<file path="src/hw/rtl/memory_region_table_defines.svh">
// ---------------------------------------------------------------------------
// memory_region_table_defines.svh
// Assertion macros used by the memory region table datapath.
// ---------------------------------------------------------------------------
`ifndef MEMORY_REGION_TABLE_DEFINES_SVH
`define MEMORY_REGION_TABLE_DEFINES_SVH

`ifndef SYNTHESIS

// Property that must hold at every clock edge outside reset.
`define MRT_ASSERT(lbl, clk, rstn, prop, msg) \
  lbl: assert property (@(posedge clk) disable iff (!rstn) prop) else $error(msg);

// Plain expression that must be true at every clock edge outside reset.
`define MRT_ASSERT_ALWAYS(lbl, clk, rstn, expr, msg) \
  lbl: assert property (@(posedge clk) disable iff (!rstn) (expr)) else $error(msg);

`else

`define MRT_ASSERT(lbl, clk, rstn, prop, msg)
`define MRT_ASSERT_ALWAYS(lbl, clk, rstn, expr, msg)

`endif

`endif

</file>
<file path="src/hw/rtl/mrt_pkg.sv">
// ---------------------------------------------------------------------------
// mrt_pkg
// Types and codes shared by the memory region table controller and datapath.
// ---------------------------------------------------------------------------
package mrt_pkg;

  typedef enum logic [2:0] {
    CMD_MAP     = 3'd0,
    CMD_UNMAP   = 3'd1,
    CMD_PROTECT = 3'd2,
    CMD_QUERY   = 3'd3,
    CMD_FAULT   = 3'd4
  } cmd_e;

  localparam logic [1:0] STATUS_OK        = 2'd0;
  localparam logic [1:0] STATUS_NOT_FOUND = 2'd1;
  localparam logic [1:0] STATUS_FULL      = 2'd2;

  localparam logic [2:0] RS_DECLARED  = 3'd1;
  localparam logic [2:0] RS_VALIDATED = 3'd2;
  localparam logic [2:0] RS_ACTIVE    = 3'd3;
  localparam logic [2:0] RS_REVOKED   = 3'd4;

  typedef struct packed {
    logic [31:0] id;
    logic [31:0] space;
    logic [63:0] base;
    logic [63:0] len;
    logic [31:0] flags;
    logic [2:0]  state;
  } entry_t;

  // Controller -> datapath
  typedef struct packed {
    logic load;      // capture request, restart scan at entry 0
    logic step;      // advance scan index
    logic hit_cap;   // register result for a matching entry
    logic miss_cap;  // register result for scan exhausted / bad command
    logic update;    // write back the matched entry
  } dp_ctl_t;

  // Datapath -> controller
  typedef struct packed {
    logic hit;        // current entry matches the command
    logic miss_done;  // no match and nothing left to scan, or unknown command
    logic wr_req;     // command modifies the entry it matches
  } dp_stat_t;

  typedef enum logic [3:0] {
    ST_IDLE   = 4'b0001,
    ST_SCAN   = 4'b0010,
    ST_UPDATE = 4'b0100,
    ST_RESP   = 4'b1000
  } state_e;

endpackage

</file>
<file path="src/hw/rtl/mrt_ctrl.sv">
// ---------------------------------------------------------------------------
// mrt_ctrl
// Sequencer for the region table: accept, scan, optional write-back, respond.
// ---------------------------------------------------------------------------
module mrt_ctrl (
  input  logic              clk_i,
  input  logic              rst_ni,
  input  logic              in_valid_i,
  output logic              in_stall_o,
  output logic              out_valid_o,
  input  logic              out_stall_i,
  input  mrt_pkg::dp_stat_t stat_i,
  output mrt_pkg::dp_ctl_t  ctl_o
);

  mrt_pkg::state_e state_q, state_d;

  always_comb begin
    state_d = state_q;
    ctl_o   = '0;
    unique case (state_q)
      mrt_pkg::ST_IDLE: begin
        if (in_valid_i) begin
          ctl_o.load = 1'b1;
          state_d    = mrt_pkg::ST_SCAN;
        end
      end
      mrt_pkg::ST_SCAN: begin
        if (stat_i.hit) begin
          ctl_o.hit_cap = 1'b1;
          state_d       = stat_i.wr_req ? mrt_pkg::ST_UPDATE : mrt_pkg::ST_RESP;
        end else if (stat_i.miss_done) begin
          ctl_o.miss_cap = 1'b1;
          state_d        = mrt_pkg::ST_RESP;
        end else begin
          ctl_o.step = 1'b1;
        end
      end
      mrt_pkg::ST_UPDATE: begin
        ctl_o.update = 1'b1;
        state_d      = mrt_pkg::ST_RESP;
      end
      mrt_pkg::ST_RESP: begin
        if (!out_stall_i) begin
          state_d = mrt_pkg::ST_IDLE;
        end
      end
      default: begin
        state_d = mrt_pkg::ST_IDLE;
      end
    endcase
  end

  always_ff @(posedge clk_i or negedge rst_ni) begin
    if (!rst_ni) begin
      state_q <= mrt_pkg::ST_IDLE;
    end else begin
      state_q <= state_d;
    end
  end

  assign in_stall_o  = (state_q != mrt_pkg::ST_IDLE);
  assign out_valid_o = (state_q == mrt_pkg::ST_RESP);

endmodule

</file>
<file path="src/hw/rtl/mrt_datapath.sv">
// ---------------------------------------------------------------------------
// mrt_datapath
// Entry storage, scan index, match logic, id counter and result register.
// ---------------------------------------------------------------------------
`include "memory_region_table_defines.svh"

module mrt_datapath #(
  parameter int TABLE_DEPTH = 16
) (
  input  logic              clk_i,
  input  logic              rst_ni,
  input  mrt_pkg::dp_ctl_t  ctl_i,
  output mrt_pkg::dp_stat_t stat_o,
  input  logic [2:0]        cmd_i,
  input  logic [31:0]       space_id_i,
  input  logic [63:0]       base_addr_i,
  input  logic [63:0]       region_len_i,
  input  logic [31:0]       map_flags_i,
  input  logic [31:0]       target_id_i,
  input  logic [31:0]       prot_flags_i,
  input  logic [63:0]       fault_addr_i,
  output logic [1:0]        status_o,
  output logic [31:0]       out_id_o,
  output logic [2:0]        out_state_o,
  output logic [63:0]       out_base_o,
  output logic [63:0]       out_len_o,
  output logic              fault_kill_o
);

  localparam int IdxW = (TABLE_DEPTH > 1) ? $clog2(TABLE_DEPTH) : 1;

  // Captured request
  mrt_pkg::cmd_e cmd_q;
  logic [31:0]   space_q;
  logic [63:0]   base_q;
  logic [63:0]   len_q;
  logic [31:0]   mflags_q;
  logic [31:0]   tid_q;
  logic [31:0]   pflags_q;
  logic [63:0]   faddr_q;

  // Table state
  mrt_pkg::entry_t        mem [TABLE_DEPTH];
  mrt_pkg::entry_t        rd_q;
  logic [TABLE_DEPTH-1:0] used_q;
  logic [TABLE_DEPTH-1:0] written_q;  // entry has been mapped at least once
  logic [31:0]            id_cnt_q;
  logic [IdxW-1:0]        idx_q, idx_d;

  mrt_pkg::entry_t cur;
  mrt_pkg::entry_t wr_word;
  logic [63:0]     end_addr;
  logic            last;
  logic            known;
  logic            match;

  // Result register
  logic [1:0]  status_q;
  logic [31:0] out_id_q;
  logic [2:0]  out_state_q;
  logic [63:0] out_base_q;
  logic [63:0] out_len_q;
  logic        kill_q;

  always_ff @(posedge clk_i) begin
    if (ctl_i.load) begin
      cmd_q    <= mrt_pkg::cmd_e'(cmd_i);
      space_q  <= space_id_i;
      base_q   <= base_addr_i;
      len_q    <= region_len_i;
      mflags_q <= map_flags_i;
      tid_q    <= target_id_i;
      pflags_q <= prot_flags_i;
      faddr_q  <= fault_addr_i;
    end
  end

  // Read address runs one step ahead so rd_q holds entry idx_q during the scan.
  always_comb begin
    idx_d = idx_q;
    if (ctl_i.load) begin
      idx_d = '0;
    end else if (ctl_i.step) begin
      idx_d = idx_q + IdxW'(1);
    end
  end

  always_ff @(posedge clk_i) begin
    if (ctl_i.update) begin
      mem[idx_q] <= wr_word;
    end
    rd_q <= mem[idx_d];
  end

  // Never-mapped entries read as all zero.
  assign cur      = written_q[idx_q] ? rd_q : '0;
  assign end_addr = cur.base + cur.len;
  assign last     = (idx_q == IdxW'(TABLE_DEPTH - 1));

  always_comb begin
    known = 1'b1;
    match = 1'b0;
    unique case (cmd_q)
      mrt_pkg::CMD_MAP:     match = !used_q[idx_q];
      mrt_pkg::CMD_UNMAP,
      mrt_pkg::CMD_PROTECT: match = used_q[idx_q] && (cur.id == tid_q);
      mrt_pkg::CMD_QUERY:   match = (tid_q != 32'd0) && (cur.id == tid_q);
      mrt_pkg::CMD_FAULT:   match = used_q[idx_q] && (cur.space == space_q) &&
                                    (faddr_q >= cur.base) && (faddr_q < end_addr);
      default:              known = 1'b0;
    endcase
  end

  assign stat_o.hit       = match;
  assign stat_o.miss_done = !match && (last || !known);
  assign stat_o.wr_req    = (cmd_q != mrt_pkg::CMD_QUERY);

  always_comb begin
    wr_word = cur;
    unique case (cmd_q)
      mrt_pkg::CMD_MAP: begin
        wr_word.id    = id_cnt_q;
        wr_word.space = space_q;
        wr_word.base  = base_q;
        wr_word.len   = len_q;
        wr_word.flags = mflags_q;
        wr_word.state = mrt_pkg::RS_DECLARED;
      end
      mrt_pkg::CMD_UNMAP:   wr_word.state = mrt_pkg::RS_REVOKED;
      mrt_pkg::CMD_PROTECT: begin
        wr_word.flags = pflags_q;
        wr_word.state = mrt_pkg::RS_VALIDATED;
      end
      mrt_pkg::CMD_FAULT:   wr_word.state = mrt_pkg::RS_ACTIVE;
      default:              wr_word = cur;
    endcase
  end

  always_ff @(posedge clk_i or negedge rst_ni) begin
    if (!rst_ni) begin
      idx_q     <= '0;
      used_q    <= '0;
      written_q <= '0;
      id_cnt_q  <= 32'd1;
    end else begin
      idx_q <= idx_d;
      if (ctl_i.update) begin
        if (cmd_q == mrt_pkg::CMD_MAP) begin
          used_q[idx_q]    <= 1'b1;
          written_q[idx_q] <= 1'b1;
          id_cnt_q         <= id_cnt_q + 32'd1;
        end else if (cmd_q == mrt_pkg::CMD_UNMAP) begin
          used_q[idx_q] <= 1'b0;
        end
      end
    end
  end

  always_ff @(posedge clk_i) begin
    if (ctl_i.hit_cap) begin
      status_q    <= mrt_pkg::STATUS_OK;
      out_id_q    <= '0;
      out_state_q <= '0;
      out_base_q  <= '0;
      out_len_q   <= '0;
      kill_q      <= 1'b0;
      if (cmd_q == mrt_pkg::CMD_MAP) begin
        out_id_q <= id_cnt_q;
      end else if (cmd_q == mrt_pkg::CMD_QUERY) begin
        out_id_q    <= cur.id;
        out_state_q <= cur.state;
        out_base_q  <= cur.base;
        out_len_q   <= cur.len;
      end
    end else if (ctl_i.miss_cap) begin
      status_q    <= (cmd_q == mrt_pkg::CMD_MAP) ? mrt_pkg::STATUS_FULL
                                                 : mrt_pkg::STATUS_NOT_FOUND;
      out_id_q    <= '0;
      out_state_q <= '0;
      out_base_q  <= '0;
      out_len_q   <= '0;
      kill_q      <= (cmd_q == mrt_pkg::CMD_FAULT);
    end
  end

  assign status_o     = status_q;
  assign out_id_o     = out_id_q;
  assign out_state_o  = out_state_q;
  assign out_base_o   = out_base_q;
  assign out_len_o    = out_len_q;
  assign fault_kill_o = kill_q;

  `MRT_ASSERT_ALWAYS(a_used_implies_written, clk_i, rst_ni, (used_q & ~written_q) == '0, "live entry never written")
  `MRT_ASSERT(a_map_takes_free, clk_i, rst_ni, ctl_i.update && (cmd_q == mrt_pkg::CMD_MAP) |-> !used_q[idx_q], "map overwrote a live entry")
  `MRT_ASSERT(a_map_bumps_id, clk_i, rst_ni, ctl_i.update && (cmd_q == mrt_pkg::CMD_MAP) |=> id_cnt_q == $past(id_cnt_q) + 32'd1, "id counter did not advance on map")

endmodule

</file>
<file path="src/hw/rtl/memory_region_table.sv">
// A request is taken only while idle; the scan then checks one entry per cycle
// from entry 0 until a hit, the last entry or an unknown command, and a hit for
// map, unmap, protect or fault passes through the write-back state before the
// result is valid. The next request is taken the cycle after the result transfer.
// Reset: table reads as empty at once (per-entry used/written flags cleared),
// id counter returns to one; no clearing pass.
// ---------------------------------------------------------------------------
// memory_region_table
// Region table with map, unmap, protect, query and fault lookup commands.
// ---------------------------------------------------------------------------
module memory_region_table #(
  parameter int TABLE_DEPTH = 16
) (
  input  logic        clk_i,
  input  logic        rst_ni,
  input  logic        in_valid_i,
  output logic        in_stall_o,
  input  logic [2:0]  cmd_i,
  input  logic [31:0] space_id_i,
  input  logic [63:0] base_addr_i,
  input  logic [63:0] region_len_i,
  input  logic [31:0] map_flags_i,
  input  logic [31:0] target_id_i,
  input  logic [31:0] prot_flags_i,
  input  logic [63:0] fault_addr_i,
  output logic        out_valid_o,
  input  logic        out_stall_i,
  output logic [1:0]  status_o,
  output logic [31:0] out_id_o,
  output logic [2:0]  out_state_o,
  output logic [63:0] out_base_o,
  output logic [63:0] out_len_o,
  output logic        fault_kill_o
);

  mrt_pkg::dp_ctl_t  ctl;
  mrt_pkg::dp_stat_t stat;

  mrt_ctrl u_ctrl (
    .clk_i       (clk_i),
    .rst_ni      (rst_ni),
    .in_valid_i  (in_valid_i),
    .in_stall_o  (in_stall_o),
    .out_valid_o (out_valid_o),
    .out_stall_i (out_stall_i),
    .stat_i      (stat),
    .ctl_o       (ctl)
  );

  mrt_datapath #(
    .TABLE_DEPTH (TABLE_DEPTH)
  ) u_datapath (
    .clk_i        (clk_i),
    .rst_ni       (rst_ni),
    .ctl_i        (ctl),
    .stat_o       (stat),
    .cmd_i        (cmd_i),
    .space_id_i   (space_id_i),
    .base_addr_i  (base_addr_i),
    .region_len_i (region_len_i),
    .map_flags_i  (map_flags_i),
    .target_id_i  (target_id_i),
    .prot_flags_i (prot_flags_i),
    .fault_addr_i (fault_addr_i),
    .status_o     (status_o),
    .out_id_o     (out_id_o),
    .out_state_o  (out_state_o),
    .out_base_o   (out_base_o),
    .out_len_o    (out_len_o),
    .fault_kill_o (fault_kill_o)
  );

endmodule

</file>
<file path="config.mk">
export PLATFORM = sky130hd
export DESIGN_NAME = memory_region_table
export DESIGN_NICKNAME = d
export VERILOG_FILES = /design/src/hw/rtl/mrt_pkg.sv /design/src/hw/rtl/mrt_ctrl.sv /design/src/hw/rtl/mrt_datapath.sv /design/src/hw/rtl/memory_region_table.sv
export VERILOG_INCLUDE_DIRS = /design/src /design/src/hw/rtl
export SDC_FILE = /design/constraint.sdc
export NUM_CORES = 2
export LEC_CHECK = 0
export BUFFER_PORTS_ARGS = -buffer_cell sky130_fd_sc_hd__buf_4
export CAP_MARGIN = 20
export CORE_UTILIZATION = 56
export CTS_CLUSTER_SIZE = 25
export DETAILED_ROUTE_END_ITERATION = 16
export PLACE_DENSITY = 0.74
export SLEW_MARGIN = 20
export SYNTH_ARGS = -nofsm -noshare
export SYNTH_HDL_FRONTEND = slang
export SYNTH_SLANG_ARGS = --single-unit
</file>
<file path="constraint.sdc">
create_clock -name clk_i -period 30.7 [get_ports clk_i]
set_input_delay 0 -clock clk_i [delete_from_list [all_inputs] [get_ports clk_i]]
set_output_delay 0 -clock clk_i [all_outputs]
set_load 0.01 [all_outputs]
</file>
==> flow_summary.yaml <==
run_status:
  status: "completed"
timing:
  slew_viol_final: 0
  tightest_slew_ps: 1190
  fin_crit_sh_pct: 64.7
  fin_tns_setup_ps: 0
  finalSetupViolCount: 0
  finClkSkew_ps: 76.4
  rsz0062_at_grt: "false"
  fmax_mhz: 50.4
  finalHoldViolations: 0
  relSlewSlack_pct: 20.2
  fin_crit_ps: 19850
clock_network:
  cts_root_buf: "clkbuf_16"
  htreeDepth: 5
  cts_made_buffers: 385
  clock_sinks: 3812
  cts_tree: "done"
  clkTransAtPathRegs_ps: 60
  postCtsSetupBuffers: 0
  clkLatencyLatePin_ps: 980
  cts_buffer_depth: 4
yosys:
  synth_compound_area_share_pct: 12.1
  yosysUniqueCellTypes: 89
  synth_top_cell_by_area: "edfxtp_1"
  synth-seq-cells: 3812
  synth_edf_count: 3542
  netlist.area_leader.share_pct: 65.3
  synth-simple-area-share_pct: 5.79
  yosys-top-cells-count: "3,542 x edfxtp_1, 815 x nor3_1, 795 x a211oi_1, 784 x o2111ai_1, 782 x mux2i_1"
  synth_xor_area_share_pct: 0.581
  muxShareOfSynthArea_pct: 8.07
  syn_area_per_cell_sq_um: 15.2
  syn_nets: 11214
  syn_inst: 10691
  ys_warn_count: 0
  synth_top_family_by_area: "compound AO/OA/AOI/OAI gates"
  ys.flop_type: "edfxtp_1"
  yosys.area_share.adder_pct: 1.52
  seq_area_frac_synth_pct: 68.8
  synth_area_sq_mm: 0.163
  synth_most_common_cell: "edfxtp_1"
  synth-async-reset-ratio_pct: 1.89
  synth_area_leaders: "edfxtp_1 65%, mux2i_1 4.8%, o2111ai_1 4.2%"
critical_path:
  rr_endpoint: "u_datapath.rd_q[70]"
  slowest_delay_ps: 930
  worstSetupEndpointType: "register"
  cp_data_arrival_time_ps: 20680
  crit_end: "u_datapath.rd_q[70]"
  worst-r2r-cell-count: 43
  cp-startpoint: "u_datapath.idx_q[1]"
  worst-setup-path-type: "register to register"
  cp.depth: 43
  crit_fanout: 150
  required_ps: 31530
  cp_num_buf_inv: 10
  rr_startpoint: "u_datapath.idx_q[1]"
  startpoint_type: "register"
  crit_top_cell: "buf_4"
  critical_path.top_delay_family: "buffers and inverters"
  slowest_stage: "buf_4"
  r2r_slack_ps: 10850
die:
  die-area_sq_mm: 0.293
  die_x_um: 541
  io_pins: 495
  coreArea_sq_mm: 0.289
  initial_core_util_pct: 56.4
  fp-row-count: 197
  die_y_um: 541
grt:
  track_usage_pct: 31.2
  antenna_found_initial: 15
  grt_max_degree: 221
  grt_pass1_vias: 105790
  grt_first_pass_wirelength_um: 685000
  grt_overflow: 0
finish:
  nNetsFinal: 11879
  stdcell_count: 15570
  drive_above_1_share_pct: 17.2
  area_delta_synth_final_pct: 14.9
  final_util_pct: 64.8
min_path:
  hold_path.class: "primary input to register"
power:
  ir_worst_vdd_mv: 0.0963
  power.leakage_uw: 0.0662
  p_total_uw: 15300
  power_per_cell_area_mw_per_mm2: 81.8
detailed_routing:
  num_vias: 106873
  dr.pass1.iters: 8
  postRouteAntennaNets: 0
  drtIter0Drc: 14027
  vias_per_cell: 6.86
  routed_wl_um: 471000
  routedWlPerCell_um: 30.2
  drc: 0
place:
  place_hpwl_um: 245000
  dp_cells: 14319
  place_congestion: 0.907
  portBuffers: 430
job:
  cap_violations: 0
how the worst min path moves through the flow:
| stage | from | depth (start not counted) | slack, ps | end |
|---|---|---|---|---|
| floorplan | rst_ni | 0 | -300 | asynchronous set/reset pin |
| global placement | rst_ni | 1 | 180 | u_datapath.id_cnt_q[28] |
| detailed placement | cmd_i[1] | 1 | 180 | u_datapath.cmd_q[1] |
| CTS | out_stall_i | 4 | 30 | u_ctrl.state_q[3] |
| global route | out_stall_i | 4 | 110 | u_ctrl.state_q[3] |
| finish | out_stall_i | 4 | 110 | u_ctrl.state_q[3] |
area by class of cell:
cell class / count / area (sq um)
flip-flops and latches: 3812 / 112000
fillers: 19542 / 101000
multi-input cells: 5777 / 46000
repair buffers: 1257 / 11200
clock buffers: 525 / 10700
well taps: 3880 / 4850
clock inverters: 192 / 1750
inverters: 123 / 484
diodes: 4 / 10.0
worst register-to-register path, delay by kind of cell (launching register included):
family                     cells  cell delay (ps)
xor gates and xnor gates       1              110
DFF                            1              890
AOI/OAI and AO/OA             15             5500
and+or+nand+nor               11             4910
buffers and inverters         10             5940
adders and majority gates      3              930
muxes                          3             1460
metal layers:
| metal | up-vias | share of wire [%] | wire (um) | global-route usage (%) |
|---|---|---|---|---|
| li1 | 44918 | - | - | - |
| met1 | 53413 | 38 | 178000 | 42.3 |
| met2 | 7226 | 46 | 214000 | 47.9 |
| met3 | 1304 | 12 | 56200 | 7.48 |
| met4 | 12 | 4.7 | 22400 | 14.1 |
| met5 | - | 0.015 | 72 | 0 |
stage by stage:
step | area (sq um) | hold WS (ps) | worst slack (ps)
CTS | 187000 | 27.0 | 11760
floorplan | 163000 | -296 | 14450
global placement | 169000 | 179 | 11950
finish | 187000 | 106 | 10850
global route | 187000 | 108 | 10660
detailed placement | 169000 | 179 | 11800
state kept, by name (all words and copies together), names as in the netlist, named ones only:
signal,flops
u_datapath.len_q,64
u_datapath.out_state_o,3
u_datapath.out_base_o,64
u_datapath.space_q,32
u_datapath.base_q,64
u_datapath.out_len_o,64
u_datapath.fault_kill_o,1
u_datapath.idx_q,4
u_datapath.mem,3120
u_datapath.out_id_o,32
u_datapath.id_cnt_q,32
u_datapath.written_q,16
u_datapath.status_o,2
u_datapath.tid_q,32
u_datapath.faddr_q,64
u_ctrl.state_q,4
u_datapath.rd_q,195
u_datapath.cmd_q,3
cells in the final DEF, fill, tap and decap left out, drive strengths merged, types with 18 or more instances in the layout:
| cell | instances |
|---|---|
| edfxtp | 3542 |
| nand4 | 244 |
| and3 | 18 |
| mux2 | 458 |
| xor2 | 56 |
| a21o | 78 |
| dfxtp | 198 |
| a211oi | 796 |
| xnor2 | 52 |
| dlygate4sd3 | 524 |
| nor2b | 26 |
| buf | 731 |
| nand3 | 56 |
| and2 | 194 |
| clkinv | 139 |
| nand2 | 337 |
| o21ai | 235 |
| a221oi | 202 |
| dfrtp | 70 |
| nor3 | 816 |
| a21oi | 102 |
| bufinv | 24 |
| clkbuf | 527 |
| a22o | 33 |
| nor2 | 82 |
| o2111ai | 784 |
| ha | 195 |
| mux2i | 782 |
| inv | 137 |
power by group:
group          internal [uW]  total (uW)  switching, uW
sequential              6440        6670            228
clock                   2650        4630           1980
combinational           1360        4010           2650
total                  10400       15300           4860
repair_timing:
action                                  CTS  global route
resized for setup                         0             0
hold buffers                            525             0
endpoints found under the setup margin    0             0
endpoints found under the hold margin   334             0
logic make-up (layout without fill, tap and decap cells):
| kind of cell | count (synthesis) | in the layout |
|---|---|---|
| DFF | 3812 | 3812 |
| AOI/OAI and AO/OA | 2389 | 2389 |
| and+or+nand+nor | 1836 | 1836 |
| muxes | 1247 | 1247 |
| buffers and inverters | 1102 | 2097 |
| adders and majority gates | 197 | 197 |
| xor gates and xnor gates | 108 | 108 |
| other | 0 | 4 |
Power figures use the tool's default switching activity.
